<file path="src/rtl/bbts_pkg.sv">
// Package: shared constants, codes and control types of the boundary transfer splitter.
`default_nettype none
package bbts_pkg;

   localparam int BLOCK_SIZE = 256;
   localparam int MAX_LENGTH = 7936;

   localparam int ADDR_W = 48;
   localparam int LEN_W  = 13;
   localparam int KIND_W = 3;
   localparam int BYTE_W = 8;
   localparam int OFS_W  = $clog2(BLOCK_SIZE);
   localparam int ROOM_W = OFS_W + 1;

   localparam logic REQ_FILL = 1'b0;
   localparam logic REQ_COPY = 1'b1;

   localparam logic [KIND_W-1:0] KIND_HOST_HOST = 3'd0;
   localparam logic [KIND_W-1:0] KIND_HOST_DEV  = 3'd1;
   localparam logic [KIND_W-1:0] KIND_DEV_HOST  = 3'd2;
   localparam logic [KIND_W-1:0] KIND_DEV_DEV   = 3'd3;
   localparam logic [KIND_W-1:0] KIND_DEFAULT   = 3'd4;

   // How the current request is cut into chunks
   typedef enum logic [1:0] {
      MODE_REJECT = 2'd0,
      MODE_WHOLE  = 2'd1,
      MODE_BOTH   = 2'd2,
      MODE_DEV    = 2'd3
   } mode_type;

   typedef struct packed {
      logic load;
      logic emit;
   } cmd_type;

   typedef struct packed {
      logic nothing_left;
      logic chunk_last;
      logic slot_free;
   } status_type;

endpackage
`default_nettype wire

</file>
<file path="src/rtl/bbts_req_if.sv">
// Interface: request channel carrying one fill or copy request word.
`default_nettype none
interface bbts_req_if;
   import bbts_pkg::*;

   logic                valid;
   logic                ready;
   logic                req_type;
   logic [KIND_W-1:0]   copy_kind;
   logic [ADDR_W-1:0]   dest_addr;
   logic [ADDR_W-1:0]   source_addr;
   logic [LEN_W-1:0]    byte_length;
   logic [BYTE_W-1:0]   fill_byte;
   logic [BYTE_W-1:0]   stream_tag;

   modport source (
      output valid, req_type, copy_kind, dest_addr, source_addr, byte_length,
             fill_byte, stream_tag,
      input  ready
   );

   modport sink (
      input  valid, req_type, copy_kind, dest_addr, source_addr, byte_length,
             fill_byte, stream_tag,
      output ready
   );
endinterface
`default_nettype wire

</file>
<file path="src/rtl/bbts_rsp_if.sv">
// Interface: response channel carrying one chunk word.
`default_nettype none
interface bbts_rsp_if;
   import bbts_pkg::*;

   logic                valid;
   logic                ready;
   logic [ADDR_W-1:0]   chunk_dest;
   logic [ADDR_W-1:0]   chunk_source;
   logic [LEN_W-1:0]    chunk_length;
   logic                chunk_is_copy;
   logic [KIND_W-1:0]   chunk_kind;
   logic [BYTE_W-1:0]   chunk_fill;
   logic [BYTE_W-1:0]   chunk_stream;
   logic                last_chunk;
   logic                rejected;

   modport source (
      output valid, chunk_dest, chunk_source, chunk_length, chunk_is_copy, chunk_kind,
             chunk_fill, chunk_stream, last_chunk, rejected,
      input  ready
   );

   modport sink (
      input  valid, chunk_dest, chunk_source, chunk_length, chunk_is_copy, chunk_kind,
             chunk_fill, chunk_stream, last_chunk, rejected,
      output ready
   );
endinterface
`default_nettype wire

</file>
<file path="src/rtl/bbts_ctrl.sv">
// Controller: accepts a request, then steps the datapath one chunk at a time.
`default_nettype none
module bbts_ctrl (
   input  wire logic                 clock,
   input  wire logic                 reset,
   input  wire logic                 req_valid,
   output logic                      req_ready,
   input  wire bbts_pkg::status_type status,
   output bbts_pkg::cmd_type         cmd
);
   import bbts_pkg::*;

   typedef enum logic [1:0] {
      ST_IDLE = 2'b01,
      ST_WORK = 2'b10
   } state_type;

   state_type state_ff, state_in;

   assign req_ready = (state_ff == ST_IDLE);

   always_comb begin
      state_in = state_ff;
      cmd      = '0;
      case (state_ff)
         ST_IDLE: begin
            if (req_valid) begin
               cmd.load = 1'b1;
               state_in = ST_WORK;
            end
         end
         ST_WORK: begin
            if (status.nothing_left) begin
               state_in = ST_IDLE;
            end else if (status.slot_free) begin
               cmd.emit = 1'b1;
               if (status.chunk_last) state_in = ST_IDLE;
            end
         end
         default: begin
            state_in = ST_IDLE;
         end
      endcase
   end

   always_ff @(posedge clock) begin
      if (reset) begin
         state_ff <= ST_IDLE;
      end else begin
         state_ff <= state_in;
      end
   end

   a_no_load_while_busy: assert property (@(posedge clock) disable iff (reset)
      cmd.load |-> $past(state_ff) != ST_WORK || $past(state_in) == ST_IDLE)
      else $error("request loaded while a request was still in work");

   a_emit_needs_slot: assert property (@(posedge clock) disable iff (reset)
      cmd.emit |-> status.slot_free && !status.nothing_left)
      else $error("chunk emitted into a busy output slot");

   a_last_ends_work: assert property (@(posedge clock) disable iff (reset)
      cmd.emit && status.chunk_last |=> state_ff == ST_IDLE)
      else $error("controller kept working after the last chunk");

endmodule
`default_nettype wire

</file>
<file path="src/rtl/bbts_datapath.sv">
// Datapath: working addresses, remaining length, chunk sizing and the output word register.
`default_nettype none
module bbts_datapath (
   input  wire logic                          clock,
   input  wire logic                          reset,
   input  wire bbts_pkg::cmd_type             cmd,
   output bbts_pkg::status_type               status,
   input  wire logic                          req_type,
   input  wire logic [bbts_pkg::KIND_W-1:0]   copy_kind,
   input  wire logic [bbts_pkg::ADDR_W-1:0]   dest_addr,
   input  wire logic [bbts_pkg::ADDR_W-1:0]   source_addr,
   input  wire logic [bbts_pkg::LEN_W-1:0]    byte_length,
   input  wire logic [bbts_pkg::BYTE_W-1:0]   fill_byte,
   input  wire logic [bbts_pkg::BYTE_W-1:0]   stream_tag,
   output logic                               rsp_valid,
   input  wire logic                          rsp_ready,
   output logic [bbts_pkg::ADDR_W-1:0]        chunk_dest,
   output logic [bbts_pkg::ADDR_W-1:0]        chunk_source,
   output logic [bbts_pkg::LEN_W-1:0]         chunk_length,
   output logic                               chunk_is_copy,
   output logic [bbts_pkg::KIND_W-1:0]        chunk_kind,
   output logic [bbts_pkg::BYTE_W-1:0]        chunk_fill,
   output logic [bbts_pkg::BYTE_W-1:0]        chunk_stream,
   output logic                               last_chunk,
   output logic                               rejected
);
   import bbts_pkg::*;

   // working request
   logic [ADDR_W-1:0] cur_dest_ff, cur_source_ff;
   logic [LEN_W-1:0]  bytes_left_ff;
   mode_type          mode_ff;
   logic              dev_src_ff;
   logic              is_copy_ff;
   logic [KIND_W-1:0] kind_ff;
   logic [BYTE_W-1:0] fill_ff, stream_ff;

   // output word
   logic              rsp_valid_ff, rsp_valid_in;
   logic [ADDR_W-1:0] o_dest_ff, o_source_ff;
   logic [LEN_W-1:0]  o_len_ff;
   logic              o_copy_ff, o_last_ff, o_rej_ff;
   logic [KIND_W-1:0] o_kind_ff;
   logic [BYTE_W-1:0] o_fill_ff, o_stream_ff;

   mode_type          mode_in;
   logic [ROOM_W-1:0] room_dest, room_src, room_dev;
   logic [LEN_W-1:0]  room_both, room_sel, cnt;
   logic              chunk_last, chunk_rej;

   always_comb begin
      if (byte_length > LEN_W'(MAX_LENGTH)) begin
         mode_in = MODE_REJECT;
      end else if (req_type == REQ_COPY && copy_kind == KIND_HOST_HOST) begin
         mode_in = MODE_WHOLE;
      end else if (req_type == REQ_COPY &&
                   (copy_kind == KIND_DEV_DEV || copy_kind == KIND_DEFAULT)) begin
         mode_in = MODE_BOTH;
      end else begin
         mode_in = MODE_DEV;
      end
   end

   assign room_dest = ROOM_W'(BLOCK_SIZE) - {1'b0, cur_dest_ff[OFS_W-1:0]};
   assign room_src  = ROOM_W'(BLOCK_SIZE) - {1'b0, cur_source_ff[OFS_W-1:0]};
   assign room_dev  = dev_src_ff ? room_src : room_dest;
   assign room_both = (room_dest < room_src) ? LEN_W'(room_dest) : LEN_W'(room_src);
   assign room_sel  = (mode_ff == MODE_BOTH) ? room_both : LEN_W'(room_dev);

   always_comb begin
      cnt        = '0;
      chunk_last = 1'b1;
      chunk_rej  = 1'b0;
      case (mode_ff)
         MODE_REJECT: begin
            chunk_rej = 1'b1;
         end
         MODE_WHOLE: begin
            cnt = bytes_left_ff;
         end
         MODE_BOTH, MODE_DEV: begin
            cnt        = (bytes_left_ff < room_sel) ? bytes_left_ff : room_sel;
            chunk_last = (bytes_left_ff == cnt);
         end
         default: begin
            cnt = '0;
         end
      endcase
   end

   // zero-length device split sends nothing
   assign status.nothing_left = (mode_ff == MODE_DEV) && (bytes_left_ff == '0);
   assign status.chunk_last   = chunk_last;
   assign status.slot_free    = !rsp_valid_ff || rsp_ready;

   always_ff @(posedge clock) begin
      if (cmd.load) begin
         cur_dest_ff   <= dest_addr;
         cur_source_ff <= source_addr;
         bytes_left_ff <= byte_length;
         mode_ff       <= mode_in;
         dev_src_ff    <= (req_type == REQ_COPY) && (copy_kind == KIND_DEV_HOST);
         is_copy_ff    <= req_type;
         kind_ff       <= copy_kind;
         fill_ff       <= fill_byte;
         stream_ff     <= stream_tag;
      end else if (cmd.emit) begin
         cur_dest_ff   <= cur_dest_ff + ADDR_W'(cnt);
         cur_source_ff <= cur_source_ff + ADDR_W'(cnt);
         bytes_left_ff <= bytes_left_ff - cnt;
      end
   end

   always_ff @(posedge clock) begin
      if (cmd.emit) begin
         o_dest_ff   <= cur_dest_ff;
         o_source_ff <= is_copy_ff ? cur_source_ff : '0;
         o_len_ff    <= cnt;
         o_copy_ff   <= is_copy_ff;
         o_kind_ff   <= is_copy_ff ? kind_ff : '0;
         o_fill_ff   <= is_copy_ff ? '0 : fill_ff;
         o_stream_ff <= stream_ff;
         o_last_ff   <= chunk_last;
         o_rej_ff    <= chunk_rej;
      end
   end

   assign rsp_valid_in = cmd.emit | (rsp_valid_ff & !rsp_ready);

   always_ff @(posedge clock) begin
      if (reset) begin
         rsp_valid_ff <= 1'b0;
      end else begin
         rsp_valid_ff <= rsp_valid_in;
      end
   end

   assign rsp_valid     = rsp_valid_ff;
   assign chunk_dest    = o_dest_ff;
   assign chunk_source  = o_source_ff;
   assign chunk_length  = o_len_ff;
   assign chunk_is_copy = o_copy_ff;
   assign chunk_kind    = o_kind_ff;
   assign chunk_fill    = o_fill_ff;
   assign chunk_stream  = o_stream_ff;
   assign last_chunk    = o_last_ff;
   assign rejected      = o_rej_ff;

   a_reject_is_last: assert property (@(posedge clock) disable iff (reset)
      rsp_valid_ff && o_rej_ff |-> o_last_ff && o_len_ff == '0)
      else $error("rejected word is not a lone empty last word");

   a_chunk_in_block: assert property (@(posedge clock) disable iff (reset)
      rsp_valid_ff && !(o_copy_ff && o_kind_ff == KIND_HOST_HOST)
      |-> o_len_ff <= LEN_W'(BLOCK_SIZE))
      else $error("chunk longer than one block");

   a_emit_advances: assert property (@(posedge clock) disable iff (reset)
      cmd.emit && !chunk_last |=> bytes_left_ff != '0)
      else $error("non-final chunk consumed all remaining bytes");

endmodule
`default_nettype wire

</file>
<file path="src/rtl/block_boundary_transfer_splitter.sv">
// Throughput: one chunk word per cycle while the response side is ready; a new request
// is accepted only when the controller has returned to idle after its current request.
// A zero-length fill produces no chunk word.
// Reset (synchronous, active high) returns the controller to idle and drops rsp valid.
`default_nettype none
module block_boundary_transfer_splitter (
   input  wire logic  clock,
   input  wire logic  reset,
   bbts_req_if.sink   req_chan,
   bbts_rsp_if.source rsp_chan
);
   import bbts_pkg::*;

   cmd_type    cmd;
   status_type status;
   logic       req_ready;

   bbts_ctrl u_ctrl (
      .clock     (clock),
      .reset     (reset),
      .req_valid (req_chan.valid),
      .req_ready (req_ready),
      .status    (status),
      .cmd       (cmd)
   );

   assign req_chan.ready = req_ready;

   bbts_datapath u_datapath (
      .clock         (clock),
      .reset         (reset),
      .cmd           (cmd),
      .status        (status),
      .req_type      (req_chan.req_type),
      .copy_kind     (req_chan.copy_kind),
      .dest_addr     (req_chan.dest_addr),
      .source_addr   (req_chan.source_addr),
      .byte_length   (req_chan.byte_length),
      .fill_byte     (req_chan.fill_byte),
      .stream_tag    (req_chan.stream_tag),
      .rsp_valid     (rsp_chan.valid),
      .rsp_ready     (rsp_chan.ready),
      .chunk_dest    (rsp_chan.chunk_dest),
      .chunk_source  (rsp_chan.chunk_source),
      .chunk_length  (rsp_chan.chunk_length),
      .chunk_is_copy (rsp_chan.chunk_is_copy),
      .chunk_kind    (rsp_chan.chunk_kind),
      .chunk_fill    (rsp_chan.chunk_fill),
      .chunk_stream  (rsp_chan.chunk_stream),
      .last_chunk    (rsp_chan.last_chunk),
      .rejected      (rsp_chan.rejected)
   );

endmodule
`default_nettype wire
</file>
<file path="src/flat_wrapper.sv">
// flat-port wrapper written by rule: the top's interface ports become plain ports
module block_boundary_transfer_splitter_flat import bbts_pkg::*;
  (clock, reset, req_chan_valid, req_chan_req_type, req_chan_copy_kind, req_chan_dest_addr, req_chan_source_addr, req_chan_byte_length, req_chan_fill_byte, req_chan_stream_tag, req_chan_ready, rsp_chan_valid, rsp_chan_chunk_dest, rsp_chan_chunk_source, rsp_chan_chunk_length, rsp_chan_chunk_is_copy, rsp_chan_chunk_kind, rsp_chan_chunk_fill, rsp_chan_chunk_stream, rsp_chan_last_chunk, rsp_chan_rejected, rsp_chan_ready);
  bbts_req_if req_chan_i ();
  bbts_rsp_if rsp_chan_i ();
  input  wire logic clock;
  input  wire logic reset;
  input wire logic [$bits(req_chan_i.valid)-1:0] req_chan_valid;
  input wire logic [$bits(req_chan_i.req_type)-1:0] req_chan_req_type;
  input wire logic [$bits(req_chan_i.copy_kind)-1:0] req_chan_copy_kind;
  input wire logic [$bits(req_chan_i.dest_addr)-1:0] req_chan_dest_addr;
  input wire logic [$bits(req_chan_i.source_addr)-1:0] req_chan_source_addr;
  input wire logic [$bits(req_chan_i.byte_length)-1:0] req_chan_byte_length;
  input wire logic [$bits(req_chan_i.fill_byte)-1:0] req_chan_fill_byte;
  input wire logic [$bits(req_chan_i.stream_tag)-1:0] req_chan_stream_tag;
  output wire logic [$bits(req_chan_i.ready)-1:0] req_chan_ready;
  output wire logic [$bits(rsp_chan_i.valid)-1:0] rsp_chan_valid;
  output wire logic [$bits(rsp_chan_i.chunk_dest)-1:0] rsp_chan_chunk_dest;
  output wire logic [$bits(rsp_chan_i.chunk_source)-1:0] rsp_chan_chunk_source;
  output wire logic [$bits(rsp_chan_i.chunk_length)-1:0] rsp_chan_chunk_length;
  output wire logic [$bits(rsp_chan_i.chunk_is_copy)-1:0] rsp_chan_chunk_is_copy;
  output wire logic [$bits(rsp_chan_i.chunk_kind)-1:0] rsp_chan_chunk_kind;
  output wire logic [$bits(rsp_chan_i.chunk_fill)-1:0] rsp_chan_chunk_fill;
  output wire logic [$bits(rsp_chan_i.chunk_stream)-1:0] rsp_chan_chunk_stream;
  output wire logic [$bits(rsp_chan_i.last_chunk)-1:0] rsp_chan_last_chunk;
  output wire logic [$bits(rsp_chan_i.rejected)-1:0] rsp_chan_rejected;
  input wire logic [$bits(rsp_chan_i.ready)-1:0] rsp_chan_ready;
  assign req_chan_i.valid = req_chan_valid;
  assign req_chan_i.req_type = req_chan_req_type;
  assign req_chan_i.copy_kind = req_chan_copy_kind;
  assign req_chan_i.dest_addr = req_chan_dest_addr;
  assign req_chan_i.source_addr = req_chan_source_addr;
  assign req_chan_i.byte_length = req_chan_byte_length;
  assign req_chan_i.fill_byte = req_chan_fill_byte;
  assign req_chan_i.stream_tag = req_chan_stream_tag;
  assign req_chan_ready = req_chan_i.ready;
  assign rsp_chan_valid = rsp_chan_i.valid;
  assign rsp_chan_chunk_dest = rsp_chan_i.chunk_dest;
  assign rsp_chan_chunk_source = rsp_chan_i.chunk_source;
  assign rsp_chan_chunk_length = rsp_chan_i.chunk_length;
  assign rsp_chan_chunk_is_copy = rsp_chan_i.chunk_is_copy;
  assign rsp_chan_chunk_kind = rsp_chan_i.chunk_kind;
  assign rsp_chan_chunk_fill = rsp_chan_i.chunk_fill;
  assign rsp_chan_chunk_stream = rsp_chan_i.chunk_stream;
  assign rsp_chan_last_chunk = rsp_chan_i.last_chunk;
  assign rsp_chan_rejected = rsp_chan_i.rejected;
  assign rsp_chan_i.ready = rsp_chan_ready;
  block_boundary_transfer_splitter u_core (.clock(clock), .reset(reset), .req_chan(req_chan_i), .rsp_chan(rsp_chan_i));
endmodule
</file>
<file path="config.mk">
export PLATFORM = sky130hd
export DESIGN_NAME = block_boundary_transfer_splitter_flat
export DESIGN_NICKNAME = d
export VERILOG_FILES = /design/src/rtl/bbts_pkg.sv /design/src/rtl/bbts_req_if.sv /design/src/rtl/bbts_rsp_if.sv /design/src/rtl/bbts_ctrl.sv /design/src/rtl/bbts_datapath.sv /design/src/rtl/block_boundary_transfer_splitter.sv /design/src/flat_wrapper.sv
export SDC_FILE = /design/constraint.sdc
export NUM_CORES = 1
export LEC_CHECK = 0
export BUFFER_PORTS_ARGS = -buffer_cell sky130_fd_sc_hd__buf_2
export CORE_AREA = 5 5 199 201
export CTS_CLUSTER_DIAMETER = 30
export DETAILED_ROUTE_END_ITERATION = 10
export DIE_AREA = 0 0 204 206
export HOLD_SLACK_MARGIN = 0.02
export PLACE_DENSITY = 0.59
export SYNTH_ARGS = -nofsm -noshare
export SYNTH_HDL_FRONTEND = slang
export SYNTH_SLANG_ARGS = --single-unit
</file>
<file path="constraint.sdc">
create_clock -name clock -period 10.9 [get_ports clock]
set_clock_uncertainty 0.15 [all_clocks]
set_input_delay 1.635 -clock clock [delete_from_list [all_inputs] [get_ports clock]]
set_output_delay 1.635 -clock clock [all_outputs]
set_load 0.03 [all_outputs]
</file>
## After elaboration in Yosys (flattened, before gate mapping)

Cells that the tools add are included.

| word-level totals | value |
|---|---|
| register bits | 266 |
| latch bits | 0 |
| RAM bits | 0 |
| bits in read-only memories | 0 |
| input port bits | 133 |
| output and inout port bits | 133 |
| word-level logic and storage cells | 83 |
| memories kept | 0 |

| operators by class | value |
|---|---|
| add/subtract/negate cells | 5 |
| multipliers | 0 |
| divide/modulo/power cells | 0 |
| magnitude comparators | 3 |
| equality and inequality tests | 12 |
| shifts and indexed selects | 0 |
| mux-type cells | 25 |
| bitwise gates (word level) | 2 |
| reductions and logical operators | 15 |

Operators with widths:

| cell | number |
|---|---|
| $mux W48 | 4 |
| $add A48 B13 Y48 | 2 |
| $mux W13 | 3 |
| $mux W9 | 3 |
| $pmux W13 S2 | 1 |
| $sub A9 B8 Y9 const A | 2 |
| $eq A13 B13 Y1 | 1 |
| $gt A13 B13 Y1 const B | 1 |
| $logic_not A13 Y1 | 1 |
| $lt A13 B9 Y1 | 1 |
| $sub A13 B13 Y13 | 1 |
| $lt A9 B9 Y1 | 1 |
| $mux W1 | 9 |
| $mux W2 | 4 |
| $eq A2 B2 Y1 const B | 3 |
| $eq A3 B2 Y1 const B | 2 |
| $eq A2 B1 Y1 const B | 2 |
| $logic_and A1 B1 Y1 | 4 |
| $pmux W2 S2 | 1 |
| $reduce_or A2 Y1 | 2 |
| $eq A3 B3 Y1 const B | 1 |
| $logic_not A3 Y1 | 1 |
| $ne A3 B1 Y1 const B | 1 |
| $ne A3 B2 Y1 const B | 1 |
| other kinds (8) | 10 |

## Logic depth before layout (Yosys ltp)

| depth | value |
|---|---|
| depth after elaboration | 12 |
| depth in mapped cells | 33 |
| mapped depth without buffers | 30 |

## Hierarchy

A second synthesis with hierarchy kept.

| unflattened totals | value |
|---|---|
| cells, all modules | 1261 |
| area total of the unflattened synthesis | 14247.4 um^2 |

By module, submodules not included:

| module | instances | cells each | area each (um^2) |
|---|---|---|---|
| bbts_datapath | 1 | 1250 | 14144.8 |
| bbts_ctrl | 1 | 11 | 102.6 |

## Worst setup path after synthesis

OpenSTA, ideal clock, no wires.

| path | value |
|---|---|
| path type | input -> register |
| start point | in rsp_chan_ready |
| end point | reg u_core.u_datapath.bytes_left_ff[0] (enable) |
| arrival time | 9.521 ns |
| required time | 10.329 ns |
| slack | 0.807 ns |
| stages on the path | 3 |
| buffers on the path | 0 |
| cells stage by stage | nand2b_1 nor2b_1 or2_2 |

RTL lines:

| element | line | text |
|---|---|---|
| from (decl) | flat_wrapper.sv:27 | `input wire logic [$bits(rsp_chan_i.ready)-1:0] rsp_chan_ready;` |
| to (signal assigned) | bbts_datapath.sv:100 | `bytes_left_ff <= byte_length;` |
| to (signal assigned) | bbts_datapath.sv:110 | `bytes_left_ff <= bytes_left_ff - cnt;` |
| to (decl) | bbts_datapath.sv:31 | `logic [LEN_W-1:0] bytes_left_ff;` |

## Worst setup path in the final report

| path | value |
|---|---|
| start point | reg u_core.u_datapath.cur_dest_ff[4] |
| end point | reg u_core.u_datapath.cur_dest_ff[47] (data pin) |

| on the way | value |
|---|---|
| word-level cells in the longest chain between the ends | 10 |

RTL lines:

| element | line | text |
|---|---|---|
| from (decl) | bbts_datapath.sv:30 | `logic [ADDR_W-1:0] cur_dest_ff, cur_source_ff;` |
| from (signal assigned) | bbts_datapath.sv:98 | `cur_dest_ff <= dest_addr;` |
| from (signal assigned) | bbts_datapath.sv:108 | `cur_dest_ff <= cur_dest_ff + ADDR_W'(cnt);` |
| $sub A9 B8 Y9 * | bbts_datapath.sv:64 | `assign room_dest = ROOM_W'(BLOCK_SIZE) - {1'b0, cur_dest_ff[OFS_W-1:0]};` |
| $lt A9 B9 Y1 | bbts_datapath.sv:67 | `assign room_both = (room_dest < room_src) ? LEN_W'(room_dest) : LEN_W'(room_src);` |
| $mux W9 | bbts_datapath.sv:67 |  |
| $mux W9 * | bbts_datapath.sv:68 | `assign room_sel = (mode_ff == MODE_BOTH) ? room_both : LEN_W'(room_dev);` |
| $lt A13 B9 Y1 | bbts_datapath.sv:82 | `cnt = (bytes_left_ff < room_sel) ? bytes_left_ff : room_sel;` |
| $mux W13 * | bbts_datapath.sv:82 |  |
| $pmux W13 S2 * | bbts_datapath.sv:74 | `case (mode_ff)` |
| via u_core.u_datapath.cnt[1] | bbts_datapath.sv:48 | `logic [LEN_W-1:0] room_both, room_sel, cnt;` |
| $add A48 B13 Y48 * | bbts_datapath.sv:108 |  |
| $mux W48 * | bbts_datapath.sv:107 | `end else if (cmd.emit) begin` |
| $mux W48 * | bbts_datapath.sv:97 | `if (cmd.load) begin` |

Mark *: on every way through the listed nets, which the timed path passes. The rest lies on a longest branch. The select of a mux whose other input is x is not followed.
A chain may end at the register's enable or synchronous reset.

==> run metrics <==
Hold Crit Endpoint=u_core.u_datapath.chunk_stream[7]; # Post-CTS Setup Buffers=0; Final Critical Period=8.23 ns; Die X=204 um; Post-synth top flop=edfxtp_1; dpl cells=1991; Util after Layout=48.9%; row cnt=71; area of the multi-input gates=0.00587 mm2; Layout fillers=3420; Synth Area per Inst=11.3 um2; count of input and output buffers=265; root buf cell=clkbuf_16; routability cong.=0.906; core region area=0.0374 mm2; Clock Tree Buf Depth=3; R2R Setup Slk=2.67 ns; first-pass GRT wire length=63.3 mm; pwr dens=267 mW/mm2; worst slack at placement=2.74 ns; Worst-Skew Late Latency=0.59 ns; CP top delay family=simple AND/OR/NAND/NOR gates; Initial Util=37.8%; initial antenna violation count=4; Routed WL=41.5 mm; RSZ-0062 raised after global routing=no; Final Max Slew Viols=0; post-synth cell types=70; Sink Count=266; Synth top area share=55.8%; Avg WL per Cell=19.7 um; Slew Limit Headroom=29.2%; Worst EP required=11.17 ns; share of cells above drive strength 1=24.9%; slowest stage cell, crit path=o22ai_1; Max Freq=121 MHz; GRT overflow=0; crit path max fanout=14; sequential cell area=0.00796 mm2; final period utilization=75.5%; CP Buf/Inv Count=2; Seq cells post-synth=266; DP HPWL=29.3 mm; Setup WS post-layout=2.67 ns; routed vias=11100; DR vias/cell=5.28; hold depth=0; post-synth net total=1447; status=completed; largest net degree at the start of global routing=101; Least-Margin Pin Slew=1.05 ns; die footprint=0.0420 mm2; Largest stage delay, worst path=0.69 ns; Post-DRT Antenna Nets=0; Crit. End Element=flop; die outline height=206 um; Area after DPL=0.0160 mm2; P&R area growth vs syn=29.4%; Synth Instances=1255; WS Path Type=flop to flop; Synth area leader=edfxtp_1; 1st-iter DRT viols=877; total CTS buffers=61; # hold bufs at CTS=0; IO Count=266; reg-to-reg critical path endpoint=u_core.u_datapath.cur_dest_ff[47]; setup TNS=0 ns; mapped cell area=0.0141 mm2; setup violators final=0; top cells by count, synth=edfxtp_1 (263), nand2_1 (132), o21ai_0 (102); max-cap violations=0; DR DRC count=0; Hold Startpoint=u_core.u_datapath.stream_ff[7]; fin cells=2105; reg2reg start=u_core.u_datapath.cur_dest_ff[4]; Clock transition at path regs=0.05 ns; TritonCTS clock tree=done; CP arrival=8.50 ns; CP Launch Type=flop; post-synthesis async set-or-reset flop share=0%; Synth warnings=0; Final Cell Area=0.0183 mm2; PostCTS Resize Cnt=0; Max VDD drop=0.151 mV; FF-to-FF path depth=27; EDFF count, synth=263; CTS H-tree depth=2; top cells by area, synth=edfxtp_1 (56%), ha_1 (5.0%), xnor2_1 (3.9%), o21ai_0 (3.6%), nand2_1 (3.5%); Layout Nets=1735; class of the worst hold path=flop to flop; DR pass1 iterations=6; vias in the first global route=11100; sequential share of the synthesized area=56.3%; leading cell type by number of instances after synthesis=edfxtp_1; leak pwr=0.00702 uW; Final Hold Viols=0; total track usage=19.2%
==> logic make-up after synthesis <==
logic type | after synthesis | share of synthesized area, %
muxes | 12 | 0.849
adders and majority gates | 59 | 5.38
AOI/OAI and AO/OA | 300 | 13.3
xor gates and xnor gates | 96 | 5.94
buffers and inverters | 88 | 2.40
DFF | 266 | 56.3
and+or+nand+nor | 434 | 15.9
==> per-layer routing <==
layer | vias up | track usage, % | routed length, um
met4 | 4 | 6.72 | 1280
met3 | 86 | 4.47 | 2890
met2 | 397 | 29.8 | 18600
met1 | 5354 | 26.6 | 18600
met5 | - | 0 | 25
li1 | 5276 | - | -
==> worst reg2reg max path, cell delays in order (launching register included) <==
cell	delay (ns)
edfxtp_1	0.47
or4_4	0.61
nor4_1	0.26
xor2_1	0.18
inv_1	0.11
ha_1	0.32
nand3_1	0.11
nor3_1	0.33
a211o_1	0.23
nand2_1	0.28
o21ai_0	0.35
inv_1	0.11
ha_1	0.30
nand4_1	0.11
nor2_1	0.14
o211ai_1	0.16
nand2_1	0.38
nand2_1	0.16
o22ai_1	0.69
ha_1	0.28
a21o_1	0.08
a21oi_1	0.10
o21ba_2	0.25
o211ai_1	0.28
and3_1	0.57
o21ai_0	0.33
or4_1	0.55
a31oi_1	0.17
==> worst max-delay path by stage <==
stage                                        from                                  end  slack (ns)  cells after the start
3_3_place_gp     u_core.u_datapath.cur_dest_ff[5]    u_core.u_datapath.cur_dest_ff[47]        2.86                     27
5_1_grt        u_core.u_datapath.cur_source_ff[0]  u_core.u_datapath.cur_source_ff[42]        1.89                     28
2_1_floorplan                      rsp_chan_ready   u_core.u_datapath.bytes_left_ff[0]        0.81                      3
6_report         u_core.u_datapath.cur_dest_ff[4]    u_core.u_datapath.cur_dest_ff[47]        2.67                     27
3_5_place_dp   u_core.u_datapath.cur_source_ff[0]    u_core.u_datapath.cur_dest_ff[47]        2.74                     28
4_1_cts        u_core.u_datapath.cur_source_ff[0]  u_core.u_datapath.cur_source_ff[40]        2.71                     30
==> cell type report <==
type,instances,share of cell area (%)
clock buffer,62,8.36
antenna,3,0.0410
multi-input combinational,901,32.1
tap,511,3.49
inverter,39,0.814
clock inverter,49,4.08
timing repair buffer,274,7.62
sequential,266,43.5
==> power breakdown <==
part / switching (uW) / internal (uW)
clock network: 600 / 1420
registers: 148 / 1310
logic: 840 / 568
==> through the flow <==
step	hold slack, ns	total power [uW]
floorplan	0.250	2460
global placement	0.253	2860
detailed placement	0.255	2870
CTS	0.266	4930
global route	0.281	5170
finish	0.265	4890
==> flip-flops by register name (all words and copies together), names as in the netlist <==
register and flops:
u_core.u_datapath.chunk_is_copy 1, u_core.u_datapath.dev_src_ff 1, u_core.u_ctrl.state_ff 2, u_core.u_datapath.last_chunk 1, u_core.u_datapath.fill_ff 8, u_core.u_datapath.stream_ff 8
u_core.u_datapath.chunk_kind 3, u_core.u_datapath.cur_dest_ff 48, u_core.u_datapath.mode_ff 2, u_core.u_datapath.chunk_dest 48, u_core.u_datapath.rejected 1, u_core.u_datapath.kind_ff 3
u_core.u_datapath.is_copy_ff 1, u_core.u_datapath.chunk_length 13, u_core.u_datapath.rsp_valid 1, u_core.u_datapath.chunk_source 48, u_core.u_datapath.chunk_stream 8, u_core.u_datapath.chunk_fill 8
u_core.u_datapath.cur_source_ff 48, u_core.u_datapath.bytes_left_ff 13
==> cell usage in the layout (no fill, tap or decap), drive strengths merged, types with 9 or more instances in the layout <==
master,n
and3,20
and2,58
nor2b,19
nand2b,12
clkinvlp,11
xor2,33
inv,44
a21oi,67
or3,17
mux2i,12
ha,56
nor4,13
bufinv,17
a22o,9
nand4,10
clkinv,16
o211ai,11
nand3,20
nor3b,11
a31oi,12
xnor2,63
nand2,132
a21o,15
edfxtp,263
nor3,22
o21ai,102
buf,274
nor2,77
clkbuf,62
a211oi,11
Power figures use the tool's default switching activity.
